## config.mk

```make
export PLATFORM = sky130hd
export DESIGN_NAME = three_channel_light_conditioner
export DESIGN_NICKNAME = d
export VERILOG_FILES = /design/src/tclc_pkg.sv /design/src/three_channel_light_conditioner.sv /design/src/tclc_cfg.sv /design/src/tclc_chan.sv
export SDC_FILE = /design/constraint.sdc
export NUM_CORES = 1
export LEC_CHECK = 0
export BUFFER_PORTS_ARGS = -buffer_cell sky130_fd_sc_hd__buf_2
export CAP_MARGIN = 20
export CORE_MARGIN = 2
export CORE_UTILIZATION = 50
export DETAILED_ROUTE_END_ITERATION = 10
export PLACE_DENSITY = 0.67
export SLEW_MARGIN = 10
export SYNTH_ARGS = -nofsm -noshare
export SYNTH_HDL_FRONTEND = slang
export SYNTH_SLANG_ARGS = --single-unit
```

## constraint.sdc

```tcl
create_clock -name clk -period 16.05 [get_ports clk]
set_input_delay 0.8025 -clock clk [delete_from_list [all_inputs] [get_ports clk]]
set_output_delay 0.8025 -clock clk [all_outputs]
set_load 0.03 [all_outputs]
```

## src/tclc_pkg.sv

```systemverilog
// Shared constants, types and register codes for the light conditioner.
package tclc_pkg;

	localparam int ADC_BITS       = 10;
	localparam int AVG_SCALE_BITS = 3;
	localparam int GAIN_FRAC_BITS = 8;

	localparam int AVG_W   = ADC_BITS + AVG_SCALE_BITS;
	localparam int GAIN_W  = 10;
	localparam int SHIFT_W = 3;
	localparam int LEVEL_W = 10;
	localparam int STEER_W = LEVEL_W + 1;
	localparam int PROD_W  = ADC_BITS + GAIN_W;
	localparam int SCALED_W = PROD_W - GAIN_FRAC_BITS;

	localparam int CFG_IDX_W  = 3;
	localparam int CFG_DATA_W = 10;

	localparam logic [ADC_BITS-1:0] SAMPLE_MAX = {ADC_BITS{1'b1}};
	localparam logic [LEVEL_W-1:0]  LEVEL_MAX  = LEVEL_W'(1023);

	// register indexes
	localparam logic [CFG_IDX_W-1:0] REG_SMOOTH_SHIFT = 3'd0;
	localparam logic [CFG_IDX_W-1:0] REG_BRIGHT_HIGH  = 3'd1;
	localparam logic [CFG_IDX_W-1:0] REG_GAIN_LEFT    = 3'd2;
	localparam logic [CFG_IDX_W-1:0] REG_GAIN_CENTRE  = 3'd3;
	localparam logic [CFG_IDX_W-1:0] REG_GAIN_RIGHT   = 3'd4;

	localparam logic [SHIFT_W-1:0] SHIFT_RESET = 3'd3;
	localparam logic [GAIN_W-1:0]  GAIN_RESET  = GAIN_W'(256);

	typedef struct packed {
		logic [SHIFT_W-1:0] smoothing_shift;
		logic               brighter_is_higher;
		logic [GAIN_W-1:0]  gain_left;
		logic [GAIN_W-1:0]  gain_centre;
		logic [GAIN_W-1:0]  gain_right;
	} cfg_t;

endpackage

```

## src/three_channel_light_conditioner.sv

```systemverilog
// Top level: input register, three channel units, result register.
// Path: input register, then result register; the result register loads once it is free or its content leaves.
// Throughput: one sample triple per cycle while out_stall is low; the averages update as an item
// leaves the input register, so the next item sees them at once.
// Reset clears valids and averages to zero and loads register defaults.
module three_channel_light_conditioner (
	input  logic                                   clk,
	input  logic                                   arst_n,
	input  logic                                   in_valid,
	output logic                                   in_stall,
	input  logic                                   restart,
	input  logic [tclc_pkg::ADC_BITS-1:0]          raw_left,
	input  logic [tclc_pkg::ADC_BITS-1:0]          raw_centre,
	input  logic [tclc_pkg::ADC_BITS-1:0]          raw_right,
	output logic                                   out_valid,
	input  logic                                   out_stall,
	output logic [tclc_pkg::LEVEL_W-1:0]           level_left,
	output logic [tclc_pkg::LEVEL_W-1:0]           level_centre,
	output logic [tclc_pkg::LEVEL_W-1:0]           level_right,
	output logic signed [tclc_pkg::STEER_W-1:0]    steer_error,
	output logic [tclc_pkg::LEVEL_W-1:0]           peak_level,
	input  logic                                   cfg_valid,
	output logic                                   cfg_ready,
	input  logic [tclc_pkg::CFG_IDX_W-1:0]         cfg_index,
	input  logic [tclc_pkg::CFG_DATA_W-1:0]        cfg_data
);

	tclc_pkg::cfg_t cfg;

	logic                          valid_s1;
	logic                          restart_s1;
	logic [tclc_pkg::ADC_BITS-1:0] raw_left_s1;
	logic [tclc_pkg::ADC_BITS-1:0] raw_centre_s1;
	logic [tclc_pkg::ADC_BITS-1:0] raw_right_s1;

	logic                          adv;
	logic                          upd;
	logic [tclc_pkg::LEVEL_W-1:0]  lv_left;
	logic [tclc_pkg::LEVEL_W-1:0]  lv_centre;
	logic [tclc_pkg::LEVEL_W-1:0]  lv_right;
	logic [tclc_pkg::LEVEL_W-1:0]  lv_peak;

	logic                          out_valid_q;
	logic [tclc_pkg::LEVEL_W-1:0]  level_left_q;
	logic [tclc_pkg::LEVEL_W-1:0]  level_centre_q;
	logic [tclc_pkg::LEVEL_W-1:0]  level_right_q;
	logic signed [tclc_pkg::STEER_W-1:0] steer_q;
	logic [tclc_pkg::LEVEL_W-1:0]  peak_q;

	tclc_cfg u_cfg (
		.clk       (clk),
		.arst_n    (arst_n),
		.cfg_valid (cfg_valid),
		.cfg_ready (cfg_ready),
		.cfg_index (cfg_index),
		.cfg_data  (cfg_data),
		.cfg       (cfg)
	);

	// result register free, or its content leaves this cycle
	assign adv      = !out_valid_q || !out_stall;
	assign upd      = valid_s1 && adv;
	assign in_stall = valid_s1 && !adv;

	always_ff @(posedge clk or negedge arst_n) begin
		if (!arst_n) begin
			valid_s1 <= 1'b0;
		end else if (!in_stall) begin
			valid_s1 <= in_valid;
		end
	end

	always_ff @(posedge clk) begin
		if (in_valid && !in_stall) begin
			restart_s1    <= restart;
			raw_left_s1   <= raw_left;
			raw_centre_s1 <= raw_centre;
			raw_right_s1  <= raw_right;
		end
	end

	tclc_chan u_left (
		.clk                (clk),
		.arst_n             (arst_n),
		.upd_en             (upd),
		.restart            (restart_s1),
		.raw                (raw_left_s1),
		.smoothing_shift    (cfg.smoothing_shift),
		.brighter_is_higher (cfg.brighter_is_higher),
		.gain               (cfg.gain_left),
		.level              (lv_left)
	);

	tclc_chan u_centre (
		.clk                (clk),
		.arst_n             (arst_n),
		.upd_en             (upd),
		.restart            (restart_s1),
		.raw                (raw_centre_s1),
		.smoothing_shift    (cfg.smoothing_shift),
		.brighter_is_higher (cfg.brighter_is_higher),
		.gain               (cfg.gain_centre),
		.level              (lv_centre)
	);

	tclc_chan u_right (
		.clk                (clk),
		.arst_n             (arst_n),
		.upd_en             (upd),
		.restart            (restart_s1),
		.raw                (raw_right_s1),
		.smoothing_shift    (cfg.smoothing_shift),
		.brighter_is_higher (cfg.brighter_is_higher),
		.gain               (cfg.gain_right),
		.level              (lv_right)
	);

	always_comb begin
		lv_peak = lv_left;
		if (lv_centre > lv_peak)
			lv_peak = lv_centre;
		if (lv_right > lv_peak)
			lv_peak = lv_right;
	end

	always_ff @(posedge clk or negedge arst_n) begin
		if (!arst_n) begin
			out_valid_q <= 1'b0;
		end else if (adv) begin
			out_valid_q <= valid_s1;
		end
	end

	always_ff @(posedge clk) begin
		if (upd) begin
			level_left_q   <= lv_left;
			level_centre_q <= lv_centre;
			level_right_q  <= lv_right;
			steer_q        <= $signed({1'b0, lv_right}) - $signed({1'b0, lv_left});
			peak_q         <= lv_peak;
		end
	end

	assign out_valid    = out_valid_q;
	assign level_left   = level_left_q;
	assign level_centre = level_centre_q;
	assign level_right  = level_right_q;
	assign steer_error  = steer_q;
	assign peak_level   = peak_q;

endmodule

```

## src/tclc_cfg.sv

```systemverilog
// Configuration register file.
module tclc_cfg (
	input  logic                            clk,
	input  logic                            arst_n,
	input  logic                            cfg_valid,
	output logic                            cfg_ready,
	input  logic [tclc_pkg::CFG_IDX_W-1:0]  cfg_index,
	input  logic [tclc_pkg::CFG_DATA_W-1:0] cfg_data,
	output tclc_pkg::cfg_t                  cfg
);

	tclc_pkg::cfg_t cfg_q;

	assign cfg_ready = 1'b1;
	assign cfg       = cfg_q;

	always_ff @(posedge clk or negedge arst_n) begin
		if (!arst_n) begin
			cfg_q.smoothing_shift    <= tclc_pkg::SHIFT_RESET;
			cfg_q.brighter_is_higher <= 1'b1;
			cfg_q.gain_left          <= tclc_pkg::GAIN_RESET;
			cfg_q.gain_centre        <= tclc_pkg::GAIN_RESET;
			cfg_q.gain_right         <= tclc_pkg::GAIN_RESET;
		end else if (cfg_valid) begin
			case (cfg_index)
				tclc_pkg::REG_SMOOTH_SHIFT:
					cfg_q.smoothing_shift <= cfg_data[tclc_pkg::SHIFT_W-1:0];
				tclc_pkg::REG_BRIGHT_HIGH:  cfg_q.brighter_is_higher <= cfg_data[0];
				tclc_pkg::REG_GAIN_LEFT:    cfg_q.gain_left   <= cfg_data[tclc_pkg::GAIN_W-1:0];
				tclc_pkg::REG_GAIN_CENTRE:  cfg_q.gain_centre <= cfg_data[tclc_pkg::GAIN_W-1:0];
				tclc_pkg::REG_GAIN_RIGHT:   cfg_q.gain_right  <= cfg_data[tclc_pkg::GAIN_W-1:0];
				default: ;
			endcase
		end
	end

endmodule

```

## src/tclc_chan.sv

```systemverilog
// One channel: moving average register, polarity, gain and clamp.
module tclc_chan (
	input  logic                              clk,
	input  logic                              arst_n,
	input  logic                              upd_en,
	input  logic                              restart,
	input  logic [tclc_pkg::ADC_BITS-1:0]     raw,
	input  logic [tclc_pkg::SHIFT_W-1:0]      smoothing_shift,
	input  logic                              brighter_is_higher,
	input  logic [tclc_pkg::GAIN_W-1:0]       gain,
	output logic [tclc_pkg::LEVEL_W-1:0]      level
);

	logic [tclc_pkg::AVG_W-1:0]        avg_q;
	logic [tclc_pkg::AVG_W-1:0]        target;
	logic [tclc_pkg::AVG_W-1:0]        avg_next;
	logic signed [tclc_pkg::AVG_W:0]   diff;
	logic signed [tclc_pkg::AVG_W:0]   delta;
	logic [tclc_pkg::ADC_BITS-1:0]     sample;
	logic [tclc_pkg::ADC_BITS-1:0]     oriented;
	logic [tclc_pkg::PROD_W-1:0]       prod;
	logic [tclc_pkg::SCALED_W-1:0]     scaled;

	always_comb begin
		target = tclc_pkg::AVG_W'(raw) << tclc_pkg::AVG_SCALE_BITS;
		diff   = $signed({1'b0, target}) - $signed({1'b0, avg_q});
		// arithmetic shift floors toward minus infinity
		delta  = diff >>> smoothing_shift;
		if (restart)
			avg_next = target;
		else
			avg_next = avg_q + delta[tclc_pkg::AVG_W-1:0];

		sample   = avg_next[tclc_pkg::AVG_W-1:tclc_pkg::AVG_SCALE_BITS];
		oriented = brighter_is_higher ? sample : tclc_pkg::SAMPLE_MAX - sample;
		prod     = tclc_pkg::PROD_W'(oriented) * tclc_pkg::PROD_W'(gain);
		scaled   = prod[tclc_pkg::PROD_W-1:tclc_pkg::GAIN_FRAC_BITS];
		if (scaled > tclc_pkg::SCALED_W'(tclc_pkg::LEVEL_MAX))
			level = tclc_pkg::LEVEL_MAX;
		else
			level = scaled[tclc_pkg::LEVEL_W-1:0];
	end

	always_ff @(posedge clk or negedge arst_n) begin
		if (!arst_n) begin
			avg_q <= '0;
		end else if (upd_en) begin
			avg_q <= avg_next;
		end
	end

endmodule
```

==> results of run 1 <==
## synth_stat cells (7+ instances only)
| library cell | number | share of area [%] |
|---|---|---|
| or3_1 | 10 | 0.29 |
| o21bai_1 | 17 | 0.59 |
| a211o_1 | 7 | 0.28 |
| fa_1 | 187 | 17 |
| clkbuf_1 | 56 | 0.97 |
| nand2_1 | 244 | 4.2 |
| a31oi_1 | 14 | 0.40 |
| a21oi_1 | 112 | 2.6 |
| mux2i_1 | 58 | 2.7 |
| xor2_1 | 42 | 1.7 |
| nand3_1 | 34 | 0.78 |
| xnor2_1 | 73 | 2.9 |
| and2_1 | 140 | 4.0 |
| edfxtp_1 | 82 | 11 |
| and3_1 | 10 | 0.29 |
| inv_1 | 290 | 5.0 |
| mux2_2 | 54 | 2.8 |
| a21o_1 | 31 | 1.1 |
| or2_2 | 8 | 0.23 |
| nand4_1 | 9 | 0.26 |
| dfrtp_1 | 69 | 7.9 |
| ha_1 | 255 | 15 |
| nor2b_1 | 52 | 1.5 |
| o21ai_0 | 117 | 2.7 |
| nand2b_1 | 29 | 0.83 |
| o211ai_1 | 22 | 0.76 |
| nor2_1 | 120 | 2.1 |
| o22ai_1 | 7 | 0.20 |
| o21a_1 | 28 | 0.97 |
| nor3_1 | 48 | 1.1 |
| nor3b_1 | 17 | 0.59 |
| and3b_1 | 7 | 0.28 |
| a211oi_1 | 29 | 1.0 |
| buf_1 | 18 | 0.31 |
| o31ai_1 | 9 | 0.31 |
## layout by cell type, fill, tap and decap left out, types with 10 or more instances in the layout
cell type,netlist,layout
and2_1,140,140
a211oi_1,29,29
xnor2_1,73,73
a21oi_1,112,112
nor2b_1,52,52
ha_1,255,255
nand2_1,244,244
nand2b_1,29,29
mux2_2,54,54
a21o_1,31,31
o21a_1,28,28
clkbuf_16,0,17
xor2_1,42,42
and3_1,10,10
edfxtp_1,82,82
nor3b_1,17,17
o211ai_1,22,22
mux2i_1,58,58
o21bai_1,17,17
nor2_1,120,120
buf_4,2,15
nor3_1,48,48
fa_1,187,187
or3_1,10,10
buf_2,6,100
dfrtp_1,69,69
o21ai_0,117,117
a31oi_1,14,14
inv_1,290,289
nand3_1,34,34
## cell type report
| cell class | count | area share, % |
|---|---|---|
| clock buffer | 18 | 1.839 |
| clock inverter | 14 | 0.6167 |
| inverter | 292 | 4.708 |
| multi-input combinational | 1878 | 68.44 |
| sequential | 157 | 18.63 |
| tap | 585 | 3.137 |
| timing repair buffer | 115 | 2.627 |
## worst paths after layout
path	slack [ns]	from	end	cells past startpoint
worst max-delay path	1.49	raw_centre_s1[0]	peak_level[0]	54
worst min-delay path	0.14	arst_n	valid_s1	1
worst max register to register	1.49	raw_centre_s1[0]	peak_level[0]	54
worst min register to register	0.50	valid_s1	out_valid	1
max in group asynchronous	14.76	arst_n	u_centre.avg_q[11]	2
min in group clk	0.49	raw_right[8]	raw_right_s1[8]	1
## layer usage
layer | global-route usage [%] | vias to the layer above | share of wire (%) | routed length (um)
li1 | - | 8296 | - | -
met1 | 34.74 | 8343 | 46 | 25140
met2 | 41.81 | 464 | 46 | 25490
met3 | 3.767 | 73 | 5.3 | 2898
met4 | 8.464 | 0 | 2.4 | 1331
met5 | 0 | - | 0 | 0
## per-stage QoR
step,cell area [sq um],utilization [%],hold slack [ns],cells,setup slack (ns)
finish,23330,54.29,0.1396,3059,1.490
global route,23330,54.29,0.1165,3059,0.2394
CTS,23330,54.29,0.1091,3059,1.537
detailed placement,22760,52.95,0.4881,3027,1.624
global placement,22760,52.95,0.4702,3027,1.605
floorplan,21750,-,0.4574,2410,3.280
## worst max-delay path: cells and delay by family, from the launching register on
kind                       cells  cell delay, ns
AOI/OAI and AO/OA             25            5.34
xor gates and xnor gates       2            0.86
adders and majority gates     12            4.68
buffers and inverters          1            0.05
DFF                            1            0.43
muxes                          4            1.31
and+or+nand+nor               10            1.63
## state kept, by name (all words and copies together), names as in the netlist, 10 cells and up
| register | count |
|---|---|
| level_right | 10 |
| steer_error | 11 |
| raw_right_s1 | 10 |
| level_centre | 10 |
| peak_level | 10 |
| u_centre.avg_q | 13 |
| u_right.avg_q | 13 |
| u_left.avg_q | 13 |
| raw_centre_s1 | 10 |
| u_cfg.cfg | 34 |
| level_left | 10 |
| raw_left_s1 | 10 |
## kinds of logic (layout without fill, tap and decap cells)
group,Yosys count,count (layout)
DFF,157,157
and+or+nand+nor,751,751
other,1,1
AOI/OAI and AO/OA,450,450
buffers and inverters,375,439
muxes,116,116
xor gates and xnor gates,115,115
adders and majority gates,445,445
==> results.toml, run 1 <==
[finish]
layout-drive-gt1-share_pct = 9.782
regArea_sq_mm = 0.004347
nFillCells = 3993
multiInputGateArea_sq_mm = 0.01597
nets = 2952
antenna_cells = 0
area_growth_pct = 7.283

[detailed_routing]
wl_um = 54860
via_count = 17180
wl_per_cell_um = 17.93
dr.first_iter.drc_count = 1302
drc = 0
drtPass1Iterations = 5
vias_per_cell = 5.615
drt.antenna.violating_nets = 0

[logic_synthesis]
async_reset_ff_share_pct = 47.77
synth_cells = 2410
synth.avg_cell_area_sq_um = 9.025
synth_fa_ha_area_share_pct = 32.03
yosys_warnings = 0
ys_types = 90
synth-edff-count = 82
synth_compound_area_share_pct = 13.54
synth_xor_area_share_pct = 4.631
muxShareOfSynthArea_pct = 5.845
syn-num-nets = 2901
synth-main-ff-cell = "edfxtp_1"
syn_area_sq_mm = 0.02175
ys_ff_latch = 157
synth-seq-area-share_pct = 19.99
yosys.area_share.simple_pct = 17.36
synth_top_family_by_area = "adder cells"

[global_route]
gr-usage-all-layers_pct = 25.53
grt_pass1_vias = 17360
grt_pass1_wl_um = 89800
grt_max_degree = 67
overflow = 0
antenna_found_initial = 0

[die]
placementRows = 76
ios = 103
die_area_sq_mm = 0.04518
fp.dieH_um = 212.6
coreArea_sq_mm = 0.04298
fp.dieW_um = 212.6
initial_core_util_pct = 50.60

[cts]
cts-resized-gates = 0
cts_made_buffers = 17
cts.sinks = 157
cts-hold-fix-buffers = 0
worstSkewPairLatency_ns = 0.49
cts_buffer_depth = 2
cts-root-buf = "clkbuf_16"
post_cts_buffers = 0
cts_tree = "built"
path_clk_slew_ns = 0.07
cts_max_level = 4

[place]
dp_hpwl_um = 43620
place.gp.congestion = 0.9429
port-buffer-count = 101

[critical_path]
start_kind = "register"
critPathSlowestCell = "xnor2_1"
arrival_ns = 14.80
required_ns = 16.29
crit_fanout = 15
max_stage_delay_ns = 0.76
end_kind = "register"
crit_type = "register to register"

[sta]
rsz0062_at_grt = "no"
finalHoldViolCount = 0
fmax_ghz = 0.06868
post-route-period-util_pct = 90.72
timing.final.crit_period_ns = 14.56
setup_viol = 0
slew_violations = 0
slew_headroom_pct = 23.93
fin_setup_tns_ns = 0
fin_skew_ns = 0.01477
tightest_slew_ns = 1.137

[run_status]
status = "complete, no violations"

[flow_run]
cap_violations = 0

[hold_path]
hold_class = "input pin to asynchronous set/reset pin"
Power of run 1 is not shown: default switching activity piles up to over one toggle a cycle in this logic, so the estimate is an artifact.
==> inputs of run 2 (changes only) <==
--- a/config.mk
+++ b/config.mk
@@ -10,8 +10,10 @@
 export CORE_MARGIN = 2
 export CORE_UTILIZATION = 50
 export DETAILED_ROUTE_END_ITERATION = 10
+export GPL_TIMING_DRIVEN = 0
 export PLACE_DENSITY = 0.67
 export SLEW_MARGIN = 10
 export SYNTH_ARGS = -nofsm -noshare
 export SYNTH_HDL_FRONTEND = slang
 export SYNTH_SLANG_ARGS = --single-unit
+export TNS_END_PERCENT = 1
==> run 2 against run 1 <==
  * Utilization increased by 0.95 points
  * Critical path type unchanged
  * Global-route usage increased by 1.7 points
  * Critical endpoint is now peak_level[8]
  * Design area increased by 1.7%
  * Count of clock-buffer cells in the layout decreased by 1
  * First-iteration DRC count decreased by 14%
  * Die area unchanged
==> results.toml, run 2 (synthesis gave the netlist of run 1 again) <==
[sta]
slew_violations = 0
timing.final.crit_period_ns = 15.16
post-route-period-util_pct = 94.45
tightest_slew_ns = 1.057
fin_ws_ns = 0.8914
rsz0062_at_grt = "no"
slew_headroom_pct = 29.01
fin_setup_tns_ns = 0
setup_viol = 0
fin_skew_ns = 0.01856
fmax_ghz = 0.06597
finalHoldViolCount = 0

[global_route]
overflow = 0
grt_pass1_vias = 17900
grt_pass1_wl_um = 95210
grt_max_degree = 54
antenna_found_initial = 0
gr-usage-all-layers_pct = 27.23

[critical_path]
crit_top_cell = "o21ai_0"
required_ns = 16.24
arrival_ns = 15.35
r2r_end = "peak_level[8]"
worstRegToRegCells = 54
end_kind = "register"
rr_startpoint = "raw_left_s1[0]"
max_stage_delay_ns = 0.56
crit_fanout = 10
start_kind = "register"
critPathSlowestCell = "fa_1"
crit_type = "register to register"
r2r_slack_ns = 0.89

[die]
placementRows = 76
fp.dieH_um = 212.6
coreArea_sq_mm = 0.04298
ios = 103
initial_core_util_pct = 50.60
die_area_sq_mm = 0.04518
fp.dieW_um = 212.6

[run_status]
status = "complete, no violations"

[finish]
layout_commonest_cell = "inv_1"
fin_cells = 3136
stdcell_area_sq_mm = 0.02374
area_growth_pct = 9.153
antenna_cells = 0
nFillCells = 3953
final_cell_mix = "290 x inv_1, 255 x ha_1, 244 x nand2_1"
nets = 3029
layout-drive-gt1-share_pct = 9.996
largest_reg_flops = 34

[place]
place_inst = 3099
post_dp_cell_area_sq_mm = 0.02307
place_ws_ns = 0.8371
place.gp.congestion = 0.9649
port-buffer-count = 101
dp_hpwl_um = 48330

[cts]
cts.sinks = 157
worstSkewPairLatency_ns = 0.47
cts_tree = "built"
cts-root-buf = "clkbuf_16"
cts_max_level = 4
cts_made_buffers = 17
path_clk_slew_ns = 0.07
cts_buffer_depth = 2
cts-hold-fix-buffers = 0

[detailed_routing]
wl_um = 59140
drc = 0
via_count = 17720
vias_per_cell = 5.652
drt.antenna.violating_nets = 0
drtPass1Iterations = 5
wl_per_cell_um = 18.86
dr.first_iter.drc_count = 1120

[hold_path]
hold_class = "input pin to asynchronous set/reset pin"

[flow_run]
cap_violations = 0
## run 2: routing by layer
metal / GRT usage [%] / wire length (um)
met1: 35.78 / 26050
met2: 46.09 / 28060
met3: 3.471 / 2994
met4: 9.887 / 2034
met5: 0 / 0
## run 2: worst max path at each step
stage                         startpoint  slack, ns  cells after the start            end
after CTS                 raw_left_s1[0]       0.77                     54  peak_level[8]
after global placement    raw_left_s1[0]       1.11                     54  peak_level[8]
final                     raw_left_s1[0]       0.89                     54  peak_level[8]
after global routing      raw_left_s1[0]      0.005                     61  peak_level[3]
after detailed placement  raw_left_s1[0]       0.84                     54  peak_level[8]
after floorplan           raw_left_s1[0]       3.28                     54  peak_level[8]
## run 2: metrics by stage
step,util [%],hold slack [ns]
after floorplan,-,0.4574
after global placement,53.48,0.4740
after detailed placement,53.67,0.4890
after CTS,55.03,0.2697
after global routing,55.23,0.2974
final,55.23,0.2815
## run 2: layout make-up
type                       count  area [sq um]  share of cell area [%]
sequential                   157          4347                   18.31
timing repair buffer         109         611.8                   2.577
clock inverter                15         161.4                  0.6799
buffer                        83         337.8                   1.423
clock buffer                  17         425.4                   1.792
tap                          585         732.0                   3.083
multi-input combinational   1878         16030                   67.51
inverter                     292          1099                   4.627
## run 2: timing repair
item	4_1_cts	5_1_grt
resized for setup	0	7
setup buffers	0	4
setup endpoints to repair	0	8
## run 2: critical path, delay by kind of cell (launching register included)
kind            cells  cell delay, ns
fa+ha+maj          12            4.82
compound gates     20            4.23
simple gates       11            2.26
mux                 4            1.62
xor+xnor            3            0.86
buf+inv             4            0.57
flops               1            0.51
Power of run 2 is left out for the same reason.
==> inputs of run 3 (changes only) <==
--- a/config.mk
+++ b/config.mk
@@ -5,13 +5,16 @@
 export SDC_FILE = /design/constraint.sdc
 export NUM_CORES = 1
 export LEC_CHECK = 0
+export ABC_AREA = 1
 export BUFFER_PORTS_ARGS = -buffer_cell sky130_fd_sc_hd__buf_2
 export CAP_MARGIN = 20
+export CELL_PAD_IN_SITES_DETAIL_PLACEMENT = 1
+export CELL_PAD_IN_SITES_GLOBAL_PLACEMENT = 2
 export CORE_MARGIN = 2
-export CORE_UTILIZATION = 50
+export CORE_UTILIZATION = 39
 export DETAILED_ROUTE_END_ITERATION = 10
 export GPL_TIMING_DRIVEN = 0
-export PLACE_DENSITY = 0.67
+export PLACE_DENSITY = 0.83
 export SLEW_MARGIN = 10
 export SYNTH_ARGS = -nofsm -noshare
 export SYNTH_HDL_FRONTEND = slang
==> run 3 against run 2 <==
  * Synthesized cell count up 11%
  * Maximum frequency up 7.7%
  * Worst hold slack worse by 0.066 ns
  * Global-route usage down 2.4 points
  * Critical path depth up 24
  * Sequential share of layout area up 0.48 points
==> results.toml, run 3 <==
[run_status]
status = "complete, no violations"

[global_route]
antenna_found_initial = 0
gr-usage-all-layers_pct = 24.86
overflow = 0
grt_pass1_wl_um = 108000
grt_pass1_vias = 20240
grt_max_degree = 57

[cts]
cts_buffer_depth = 2
cts_made_buffers = 17
worstSkewPairLatency_ns = 0.50
cts-root-buf = "clkbuf_16"
path_clk_slew_ns = 0.07
cts-hold-fix-buffers = 0
cts.sinks = 157
cts_max_level = 4
cts_tree = "built"
post_cts_buffers = 0
cts-resized-gates = 0

[die]
ios = 103
fp.dieW_um = 236.5
fp.dieH_um = 236.5
die_area_sq_mm = 0.05591
coreArea_sq_mm = 0.05360
placementRows = 85
initial_core_util_pct = 39.32

[sta]
slew_headroom_pct = 30.04
slew_violations = 0
finalHoldViolCount = 0
fmax_ghz = 0.07107
post-route-period-util_pct = 87.67
setup_viol = 0
timing.final.crit_period_ns = 14.07
fin_skew_ns = 0.01417
rsz0062_at_grt = "no"
fin_setup_tns_ns = 0
tightest_slew_ns = 1.049

[finish]
area_growth_pct = 9.767
layout_commonest_cell = "nand2_1"
nets = 3280
largest_reg_flops = 34
stdcell_area_sq_mm = 0.02313
nFillCells = 6684
antenna_cells = 0
layout-drive-gt1-share_pct = 8.423
final_cell_mix = "513 x nand2_1, 457 x inv_1, 261 x nor2_1"

[logic_synthesis]
synth-main-ff-cell = "edfxtp_1"
netlist.area_leader.share_pct = 17.76
ys_types = 64
synth_cells = 2666
synth.avg_cell_area_sq_um = 7.905
synth_top_area_cell = "fa_1"
async_reset_ff_share_pct = 47.77
yosys_warnings = 0
synth_commonest_cells = "513 x nand2_1, 457 x inv_1, 261 x nor2_1, 255 x ha_1, 188 x o21ai_0"
yosysMostFrequentCell = "nand2_1"
syn_area_sq_mm = 0.02107
synth-seq-area-share_pct = 20.63
synth.area.top_cells = "fa_1 18%, ha_1 15%, edfxtp_1 12%"
syn-num-nets = 3157
ys_ff_latch = 157
synth-edff-count = 82

[detailed_routing]
wl_per_cell_um = 19.08
via_count = 18400
wl_um = 66760
drtPass1Iterations = 5
drc = 0
vias_per_cell = 5.260
drt.antenna.violating_nets = 0
dr.first_iter.drc_count = 856

[flow_run]
cap_violations = 0

[critical_path]
arrival_ns = 14.43
required_ns = 16.40
end_kind = "register"
max_stage_delay_ns = 0.64
critPathSlowestCell = "xor2_1"
crit_type = "register to register"
start_kind = "register"
crit_fanout = 10
worstRegToRegCells = 78
crit_top_cell = "nand2_1"

[place]
dp_hpwl_um = 55840
port-buffer-count = 101
place.gp.congestion = 0.9103
post_dp_cell_area_sq_mm = 0.02254

[hold_path]
hold_class = "input pin to asynchronous set/reset pin"
run 3: changes by cell type in the layout (fill, tap and decap cells not counted), moves of 31 or more:
cell,before,now
nand2_1,244,513
nor2b_1,52,0
nand3_1,34,105
o21ai_0,117,188
xnor2_1,71,35
nor2_1,120,261
and2_1,139,3
a21oi_1,112,143
inv_1,290,457
mux2_2,54,0
run 3: kinds of logic after synthesis:
group,share of synthesized area [%]
mux,1.330
compound gates,10.62
fa+ha+maj,32.90
flops,20.63
xor+xnor,4.281
other cells,0.01779
buf+inv,9.695
simple gates,20.53
run 3: metal layers:
| layer | global-route usage [%] | routed length (um) |
|---|---|---|
| met1 | 32.66 | 30740 |
| met4 | 7.748 | 1685 |
| met3 | 3.183 | 2421 |
| met2 | 42.59 | 31910 |
| met5 | 0 | 0 |
run 3: critical path, delay by kind of cell, from the launching register on:
| kind | cells | cell delay [ns] |
|---|---|---|
| AO/OA/AOI/OAI | 18 | 2.95 |
| adder cells (fa/ha/maj) | 10 | 4.27 |
| XOR/XNOR | 3 | 1.00 |
| AND/OR/NAND/NOR | 34 | 3.88 |
| buffers and inverters | 11 | 1.01 |
| flip-flops | 1 | 0.42 |
| multiplexers | 2 | 0.40 |
run 3: path summary, 6_finish.rpt:
kind | slack (ns) | from | endpoint
worst max register to register | 1.98 | raw_left_s1[1] | peak_level[9]
min in group clk | 0.47 | raw_right[3] | raw_right_s1[3]
worst min register to register | 0.49 | valid_s1 | out_valid
max in group asynchronous | 15.15 | arst_n | u_cfg.cfg[8]
worst min-delay path | 0.22 | arst_n | u_left.avg_q[4]
worst max-delay path | 1.98 | raw_left_s1[1] | peak_level[9]
run 3: area by class of cell:
cell class | instances | area [sq um] | share of cell area (%)
timing repair buffer | 104 | 590.6 | 2.553
multi-input combinational | 1976 | 14680 | 63.48
buffer | 62 | 276.5 | 1.195
tap | 696 | 870.8 | 3.765
clock buffer | 20 | 479.2 | 2.072
inverter | 471 | 1770 | 7.654
clock inverter | 12 | 113.9 | 0.4922
sequential | 157 | 4347 | 18.79
run 3: metrics by stage:
| stage | cells | worst slack [ns] | hold WS (ns) | util, % |
|---|---|---|---|---|
| detailed placement | 3466 | 2.079 | 0.4777 | 42.05 |
| global route | 3498 | 0.6882 | 0.2057 | 43.16 |
| floorplan | 2666 | 4.800 | 0.4477 | - |
| global placement | 3463 | 2.454 | 0.4650 | 41.88 |
| finish | 3498 | 1.979 | 0.2151 | 43.16 |
| CTS | 3498 | 2.028 | 0.1929 | 43.16 |
Power of run 3 is left out for the same reason.
